--- config.mk ---
export PLATFORM = sky130hd
export DESIGN_NAME = ugb_front
export DESIGN_NICKNAME = d
export VERILOG_FILES = /design/src/rtl/core/ugb_pkg.sv /design/src/rtl/core/ugb_front.sv
export SDC_FILE = /design/constraint.sdc
export NUM_CORES = 1
export LEC_CHECK = 0
export BUFFER_PORTS_ARGS = -buffer_cell sky130_fd_sc_hd__buf_2
export CAP_MARGIN = 20
export CORE_MARGIN = 3
export CORE_UTILIZATION = 56
export CTS_CLUSTER_DIAMETER = 120
export CTS_CLUSTER_SIZE = 30
export DETAILED_ROUTE_END_ITERATION = 8
export PLACE_DENSITY = 0.85
export SYNTH_ARGS = -nofsm -noshare
export SYNTH_HDL_FRONTEND = slang
export SYNTH_SLANG_ARGS = --single-unit
--- constraint.sdc ---
create_clock -name i_clk -period 6.25 [get_ports i_clk]
set_input_delay 0.3125 -clock i_clk [delete_from_list [all_inputs] [get_ports i_clk]]
set_output_delay 0.3125 -clock i_clk [all_outputs]
set_load 0.01 [all_outputs]
--- src/rtl/core/ugb_pkg.sv ---
// Shared types, codes and defaults for the uniform grid box binning core.
// Used by every module under rtl/core except ugb_ram; depends on nothing.
`timescale 1ns / 1ps

package ugb_pkg;

    localparam int COORD_BITS        = 32;
    localparam int IDX_BITS          = 10;
    localparam int DEF_GRID_SIZE     = 16;
    localparam int DEF_MAX_BOXES     = 1024;
    localparam int DEF_CELL_CAPACITY = 16;
    localparam int CMDQ_DEPTH        = 4;

    localparam logic OP_LOAD  = 1'b0;
    localparam logic OP_QUERY = 1'b1;

    localparam logic [1:0] CMD_LOAD  = 2'd0;
    localparam logic [1:0] CMD_BUILD = 2'd1;
    localparam logic [1:0] CMD_QUERY = 2'd2;

    localparam logic [1:0] ST_INSIDE  = 2'd0;
    localparam logic [1:0] ST_OUTSIDE = 2'd1;
    localparam logic [1:0] ST_NOGRID  = 2'd2;

    typedef struct packed {
        logic                         operation;
        logic signed [COORD_BITS-1:0] box_x_min;
        logic signed [COORD_BITS-1:0] box_x_max;
        logic signed [COORD_BITS-1:0] box_y_min;
        logic signed [COORD_BITS-1:0] box_y_max;
        logic                         last_box;
        logic signed [COORD_BITS-1:0] query_x;
        logic signed [COORD_BITS-1:0] query_y;
    } t_item;

    typedef struct packed {
        logic [3:0]          cell_x;
        logic [3:0]          cell_y;
        logic [1:0]          status;
        logic [IDX_BITS-1:0] box_index;
        logic                cell_empty;
        logic                cell_overflowed;
        logic                last_result;
    } t_result;

    // Classified command; for a query c0/c1 carry the point.
    typedef struct packed {
        logic [1:0]                   kind;
        logic signed [COORD_BITS-1:0] c0;
        logic signed [COORD_BITS-1:0] c1;
        logic signed [COORD_BITS-1:0] c2;
        logic signed [COORD_BITS-1:0] c3;
    } t_cmd;

    typedef struct packed {
        logic done;
        logic neg;
        logic big;
    } t_div_stat;

endpackage

--- src/rtl/core/ugb_front.sv ---
// Front end: accepts input words, classifies them into commands and queues them.
// Depends on ugb_pkg.
`timescale 1ns / 1ps

module ugb_front (
    input  logic           i_clk,
    input  logic           i_rst_n,
    input  logic           push,
    output logic           full,
    input  ugb_pkg::t_item i_item,
    input  logic           i_take,
    output logic           o_avail,
    output ugb_pkg::t_cmd  o_cmd
);
    import ugb_pkg::*;

    localparam int PW = $clog2(CMDQ_DEPTH);
    localparam int CW = $clog2(CMDQ_DEPTH + 1);

    t_cmd          r_mem [CMDQ_DEPTH];
    logic [PW-1:0] r_wp;
    logic [PW-1:0] r_rp;
    logic [CW-1:0] r_cnt;
    t_cmd          w_cmd;
    logic          w_push;
    logic          w_pop;

    always_comb begin
        w_cmd = '0;
        if (i_item.operation == OP_QUERY) begin
            w_cmd.kind = CMD_QUERY;
            w_cmd.c0   = i_item.query_x;
            w_cmd.c1   = i_item.query_y;
        end else begin
            w_cmd.kind = i_item.last_box ? CMD_BUILD : CMD_LOAD;
            w_cmd.c0   = i_item.box_x_min;
            w_cmd.c1   = i_item.box_x_max;
            w_cmd.c2   = i_item.box_y_min;
            w_cmd.c3   = i_item.box_y_max;
        end
    end

    assign full    = (r_cnt == CW'(CMDQ_DEPTH));
    assign o_avail = (r_cnt != '0);
    assign w_push  = push && !full;
    assign w_pop   = i_take && o_avail;
    assign o_cmd   = r_mem[r_rp];

    always_ff @(posedge i_clk) begin
        if (!i_rst_n) begin
            r_wp  <= '0;
            r_rp  <= '0;
            r_cnt <= '0;
        end else begin
            if (w_push) begin
                r_wp <= r_wp + 1'b1;
            end
            if (w_pop) begin
                r_rp <= r_rp + 1'b1;
            end
            r_cnt <= r_cnt + CW'(w_push) - CW'(w_pop);
        end
    end

    always_ff @(posedge i_clk) begin
        if (w_push) begin
            r_mem[r_wp] <= w_cmd;
        end
    end

endmodule

# Word level (Yosys, flattened, before mapping)
# Memories as Yosys holds them, arrays and structs flattened. A register that Yosys moved wholly into a read port is not among the register bits.
# Index checks and enable logic that the tools add are counted.
# totals
register_bits,7
ramBits,520
input_bits,198
out_inout_bits,132
wordCells,20
mem_count,1
# memory_table
name,depth,word_bits,read_ports,rd_clocked_by_memory_dff,wr,line_no,rtl
r_mem,4,130,1,1,1,ugb_front.sv:20,t_cmd r_mem [CMDQ_DEPTH];
# classes
add_sub_neg,4
eq_ne,1
mux,7
reduce_logical,4
# op_table
operator,n
66-bit two-way mux,1
64-bit two-way mux,1
"2-bit by 1-bit adder with 2-bit output, second input constant",2
2-bit two-way mux,2
3-bit by 1-bit adder with 3-bit output,1
"3-bit equality test, second input constant",1
1-bit two-way mux,3
3-bit nonzero test,1
3-bit by 1-bit subtractor with 3-bit output,1
1-bit logical AND,2
1-bit zero test,1

# Depth between registers and ports, before layout
# Gate-level depths: netlist of run 1.
# depth
depth_word,5
ltp_mapped,12
ltp_nobuf,11

# Worst setup path after synthesis of run 1
# OpenSTA, ideal clock, no wires.
# synth_path
kind,register to register
start,reg r_cnt[1]
end,"mem r_mem[0][0] (netlist name), enable pin"
setup_ns,0.505
arrival_ns,3.904
required_ns,5.745
slack_ns,1.841
stages_incl_launch_ff,5
n_path_buf,1
synth_period_minus_slack_ns,4.409
path_cell_list,dfxtp_1 > nor3b_1 > nor2b_1 > clkbuf_1 > and2_1
# synth_via
elab_chain_len,5
# synth_rtl
element,line_no,rtl
start: declaration,ugb_front.sv:23,logic [CW-1:0] r_cnt;
start signal: assignment,ugb_front.sv:61,r_cnt <= r_cnt + CW'(w_push) - CW'(w_pop);
3-bit equality test,ugb_front.sv:43,assign full = (r_cnt == CW'(CMDQ_DEPTH));
net full,ugb_front.sv:9,"output logic full,"
1-bit zero test,ugb_front.sv:45,assign w_push = push && !full;
1-bit logical AND,ugb_front.sv:45,
1-bit two-way mux,ugb_front.sv:66,if (w_push) begin
1-bit two-way mux (implied by the code),ugb_front.sv:67,r_mem[r_wp] <= w_cmd;
end: declaration,ugb_front.sv:20,
# The timed path passes the listed nets, and every way through them passes these cells.

==> results.yml, run 1 <==
worst_hold_path:
  worst_hold_path_type: "in2reg"
pwr:
  powerDensity_mw_per_mm2: 351
  leak_nw: 7.77
  ir_drop_uv: 310
  power_mw: 8.10
yosys:
  syn-num-nets: 1075
  post-synth-top-area-cell: "edfxtp_1"
  ys_seq_elements: 529
  ys_seq_area_share_pct: 77.0
  synth-warning-count: 0
  post_synth_main_area_contributors: "edfxtp_1, mux4_2, mux2_2, nor2b_1, buf_12"
  syn-cell-area_mm2: 0.0205
  synthDominantCellAreaShare_pct: 76.1
  synth_cell_type_count: 22
  syn-mean-instance-area_um2: 23.6
  syn_inst: 870
clock_network:
  worst_skew_pair.late_latency_ns: 0.54
  clk_transition_reported_paths_ns: 0.10
  cts_tree: "yes"
  cts_post_setup_buffers_inserted: 0
  post_cts_resize_count: 0
  numClockSinks: 529
  cts.root.buffer_cell: "clkbuf_16"
  tritoncts.num_buffers: 21
  htree_levels: 1
  clockBufferDepth: 3
  ctsHoldBuffers: 0
route:
  drtAntennaViolNets: 0
  first_iter_violations: 659
  routed_wirelength_mm: 38.6
  routedWlPerCell_um: 23.3
  drcViolationCount: 0
  via_per_inst: 5.82
  drt-pass1-iter-count: 5
  route.vias.total: 9651
critical_path:
  critical-path-top-delay-family: "buffers and inverters"
  critical_path.max_stage_delay_ns: 0.69
  cp-start-kind: "flop"
  worstPathCellList: "buf_12 -> mux4_2 -> buf_2"
  required_ns: 5.94
  endpoint_kind: "output port"
  timing.critical_path.fanout_max: 110
  crit_slowest_cell: "buf_12"
  worstPathBufferInverterCount: 2
  timing.setup.critical_path_class: "reg2out"
  worst-endpoint-arrival_ns: 2.86
timing:
  slew_headroom_pct: 36.1
  worstMarginPinSlew_ns: 0.959
  final_setup_violations: 0
  max_freq_ghz: 0.315
  fin_crit_ns: 3.17
  clock_skew_ns: 0.0151
  hold_violations: 0
  period_share_pct: 50.8
  totalNegativeSetupSlack_ns: 0
  slew_viol_final: 0
  rsz0062_at_grt: "false"
grt:
  track_usage_pct: 19.7
  antenna_violations_before_repair: 1
  global_route_wire_length_before_repair_mm: 58.3
  grt.overflow.total: 0
  vias_in_the_first_global_route: 10100
  grt_max_degree: 111
floorplan:
  die_height_um: 197
  placementRows: 69
  core-area_mm2: 0.0358
  die_w_um: 197
  design.portCount: 330
  floorplan.initialDensity_pct: 57.3
  die_area_mm2: 0.0390
run_status:
  status: "finished clean"
cells_and_area:
  flow.area_growth_from_synthesis_pct: 12.5
  drive_above_1_share_pct: 47.2
  finish.cell_count_without_fillers: 1659
  diodes: 0
  nNetsFinal: 1395
  num-fill-cells: 2334
placement:
  place_hpwl_mm: 24.1
  gp_routability_congestion: 0.740
  dp_cells: 1627
  placement.io_buffers: 329
flow_run:
  drv.max_cap_violation_count: 0
==> stage by stage <==
| step | hold WS (ns) | setup slack, ns | utilization (%) | area, µm² |
|---|---|---|---|---|
| after floorplan | 0.411 | 1.84 | - | 20500 |
| after global placement | 0.486 | 3.34 | 62.7 | 22500 |
| after detailed placement | 0.501 | 3.26 | 62.7 | 22500 |
| after CTS | 0.0554 | 2.77 | 64.4 | 23100 |
| after global routing | 0.0755 | 2.86 | 64.4 | 23100 |
| final | 0.0880 | 3.08 | 64.4 | 23100 |
==> final cells by class <==
| class | count | area (µm²) | share of cell area (%) |
|---|---|---|---|
| tap | 461 | 577 | 2.50 |
| timing repair buffer | 342 | 1780 | 7.71 |
| clock buffer | 29 | 556 | 2.41 |
| clock inverter | 2 | 25.0 | 0.108 |
| multi-input combinational | 291 | 4330 | 18.8 |
| inverter | 5 | 18.8 | 0.0813 |
| sequential | 529 | 15800 | 68.4 |
==> synthesized netlist by cell type <==
master    count
edfxtp_1    520
buf_12       11
mux2_2       64
mux4_2      130
buf_1         3
or3_1         1
buf_2        18
o311ai_0      1
inv_1         5
ha_1          6
o31a_1        1
xnor2_1       4
nor2b_1      69
nor3b_1       1
mux2i_1       2
dfxtp_1       9
and2_1        7
clkbuf_1      9
fa_1          1
nand2_1       4
buf_6         1
buf_4         3
==> path summary, 6_finish.rpt <==
| kind | depth (start not counted) | slack, ns | from | end |
|---|---|---|---|---|
| max | 3 | 3.08 | flop | o_cmd[112] |
| min | 3 | 0.09 | i_rst_n | r_wp[0]$_SDFFE_PN0P_ |
| max reg2reg | 4 | 3.31 | r_cnt[1]$_SDFF_PN0_ | r_mem[1][36]$_DFFE_PP_ |
| min reg2reg | 2 | 0.52 | r_wp[0]$_SDFFE_PN0P_ | r_wp[0]$_SDFFE_PN0P_ |
==> per-layer routing <==
layer	wire [µm]	share of wire (%)	track usage, %	up-vias
met3	2870	7.4	3.31	38
met4	782	2.0	4.28	2
li1	-	-	-	4217
met1	15000	39	26.6	5019
met2	19900	52	34.4	375
met5	17	0.044	0	-
==> worst register-to-register path: cells and delay by family, from the launching register on <==
family        cells  cell delay (ns)
simple gates      3             1.25
buf+inv           1             0.82
flops             1             0.46
==> sequential cells by signal, indices dropped and copies added, names as in the netlist, named ones only <==
name and cells:
r_rp 2, r_mem 520, r_wp 2, r_cnt 3
==> cell usage in the layout (no fill, tap or decap), types with 2 or more instances in the layout <==
master and count:
ha_1 6, clkbuf_16 21, nor2b_1 69, mux2_2 64, nand2_1 4, clkbuf_1 8
buf_4 12, and2_4 4, buf_2 328, mux4_2 130, dfxtp_4 2, and2_1 3
dfxtp_1 7, edfxtp_1 520, mux2i_1 2, inv_1 5, xnor2_1 4
==> power breakdown <==
group	total, mW	switching (mW)	internal [mW]	leakage, nW
sequential	4.45	0.132	4.32	4.89
clock	1.59	0.958	0.637	0.280
combinational	2.06	1.08	0.974	2.61
==> kinds of logic after synthesis <==
logic type / after synthesis / synth area share, %
muxes: 196 / 17.9
and+or+nand+nor: 82 / 2.46
xor gates and xnor gates: 4 / 0.171
DFF: 529 / 77.0
AOI/OAI and AO/OA: 2 / 0.0854
adders and majority gates: 7 / 0.463
buffers and inverters: 50 / 1.99
Power figures use the tool's default switching activity.
==> run 2, diff against run 1 <==
==> constraint.sdc (replaced) <==
create_clock -name i_clk -period 3 [get_ports i_clk]
set_input_delay 0.15 -clock i_clk [delete_from_list [all_inputs] [get_ports i_clk]]
set_output_delay 0.15 -clock i_clk [all_outputs]
set_load 0.01 [all_outputs]
==> results.yml, run 2 (same netlist as run 1, synthesis figures left out) <==
grt:
  track_usage_pct: 21.1
  grt_max_degree: 93
  grt_use_met1_pct: 27.4
  global_route.usage.met3_pct: 3.80
  antenna_violations_before_repair: 0
  vias_in_the_first_global_route: 11100
  groute.layer.met2.usage_pct: 37.4
  grt.overflow.total: 0
  global_route_wire_length_before_repair_mm: 62.9
  grt_busiest_layer: "met2"
critical_path:
  timing.critical_path.fanout_max: 29
  worst-endpoint-arrival_ns: 2.33
  crit_slowest_cell: "dfxtp_4"
  worstPathCellList: "buf_12 -> mux4_2 -> buf_2"
  timing.setup.critical_path_class: "reg2out"
  cp-start-kind: "flop"
  required_ns: 2.85
  endpoint_kind: "output port"
  critical_path.max_stage_delay_ns: 0.72
timing:
  worst_slack_ns: 0.520
  fin_crit_ns: 2.48
  totalNegativeSetupSlack_ns: 0
  clock_skew_ns: 0.0165
  rsz0062_at_grt: "false"
  max_freq_ghz: 0.403
  slew_viol_final: 0
  hold_violations: 0
  slew_headroom_pct: 55.5
  period_share_pct: 82.7
  final_setup_violations: 0
  worstMarginPinSlew_ns: 0.668
floorplan:
  die_area_mm2: 0.0390
  die_w_um: 197
  floorplan.initialDensity_pct: 57.3
  die_height_um: 197
  core-area_mm2: 0.0358
  design.portCount: 330
  placementRows: 69
cells_and_area:
  layout.cells.most_common_list: "edfxtp_1, buf_2, dlygate4sd3_1"
  max_flop_register: "r_mem"
  nNetsFinal: 1548
  diodes: 0
  drive_above_1_share_pct: 43.2
  finish.cell_count_without_fillers: 1810
  layout.core_utilization_pct: 69.1
  top_registers: "r_mem (520), r_cnt (3)"
  flip_flop_count_of_the_largest_register_all_copies_and_words_added: 520
  flow.area_growth_from_synthesis_pct: 20.6
  layout_commonest_cell: "edfxtp_1"
route:
  route.vias.total: 10300
  routedWlPerCell_um: 22.9
  via_per_inst: 5.67
  first_iter_violations: 704
  drcViolationCount: 0
  routed_wirelength_mm: 41.4
  drtAntennaViolNets: 0
  drt-pass1-iter-count: 4
clock_network:
  clockBufferDepth: 3
  cts_tree: "yes"
  tritoncts.num_buffers: 21
  htree_levels: 1
  clk_transition_reported_paths_ns: 0.10
  cts.root.buffer_cell: "clkbuf_16"
  post_cts_resize_count: 0
  worst_skew_pair.late_latency_ns: 0.54
  numClockSinks: 529
placement:
  gp_routability_congestion: 0.747
  dp_cells: 1647
  place_ws_ns: 0.688
  placement.io_buffers: 329
  place_hpwl_mm: 25.2
pwr:
  ir_drop_uv: 450
  leak_nw: 8.47
  powerDensity_mw_per_mm2: 700
flow_run:
  drv.max_cap_violation_count: 0
worst_hold_path:
  worst_hold_path_type: "in2reg"
run_status:
  status: "finished clean"
run 2: cell types whose count changed in the layout (fill, tap and decap cells not counted):
| cell | previous run | this run |
|---|---|---|
| buf_12 | 1 | 18 |
| buf_16 | 1 | 0 |
| buf_4 | 12 | 15 |
| clkbuf_1 | 8 | 7 |
| dlygate4sd3_1 | 0 | 134 |
| inv_6 | 1 | 0 |
run 2: critical path, delay by kind of cell, from the launching register on:
| family | cells | cell delay, ns |
|---|---|---|
| buffers and inverters | 2 | 0.49 |
| flip-flops | 1 | 0.72 |
| multiplexers | 1 | 0.56 |
run 2: layer usage:
| layer | routed length [µm] | up-vias |
|---|---|---|
| met4 | 921 | 0 |
| met1 | 15800 | 5293 |
| met5 | 0 | - |
| met2 | 21900 | 397 |
| met3 | 2810 | 55 |
| li1 | - | 4520 |
run 2: worst paths after layout:
check,start,to,slack [ns],depth (start not counted)
setup / recovery,flop,o_cmd[53],0.52,3
hold / removal,i_item[82],r_mem[3][17]$_DFFE_PP_,0.02,2
setup reg to reg,r_cnt[1]$_SDFF_PN0_,r_cnt[2]$_SDFF_PN0_,0.72,11
hold reg to reg,r_wp[1]$_SDFFE_PN0P_,r_wp[1]$_SDFFE_PN0P_,0.52,2
run 2: layout make-up:
cell class                 count  area, µm²
sequential                   529      15800
timing repair buffer         495       3460
tap                          461        577
fill                        2124      11100
clock inverter                 1       16.3
clock buffer                  28        552
inverter                       5       18.8
multi-input combinational    291       4330
run 2: report_power, final:
part | switching [mW] | internal (mW) | leakage (nW)
combinational | 2.37 | 2.37 | 3.31
sequential | 0.281 | 8.99 | 4.89
clock | 2.01 | 1.32 | 0.274
run 2: what timing repair did:
action / CTS / global route
hold endpoints to repair: 286 / 0
setup endpoints to repair: 0 / 0
hold buffers: 134 / 0
buffers inserted: 0 / 0
run 2: through the flow:
stage / instance area [µm²] / power (mW) / hold slack [ns]
3_5_place_dp: 22800 / 14.1 / 0.492
5_1_grt: 24800 / 18.1 / 0.00213
6_report: 24800 / 17.3 / 0.0201
3_3_place_gp: 22800 / 14.0 / 0.483
4_1_cts: 24800 / 17.5 / 0.000309
2_1_floorplan: 20500 / 12.4 / 0.249
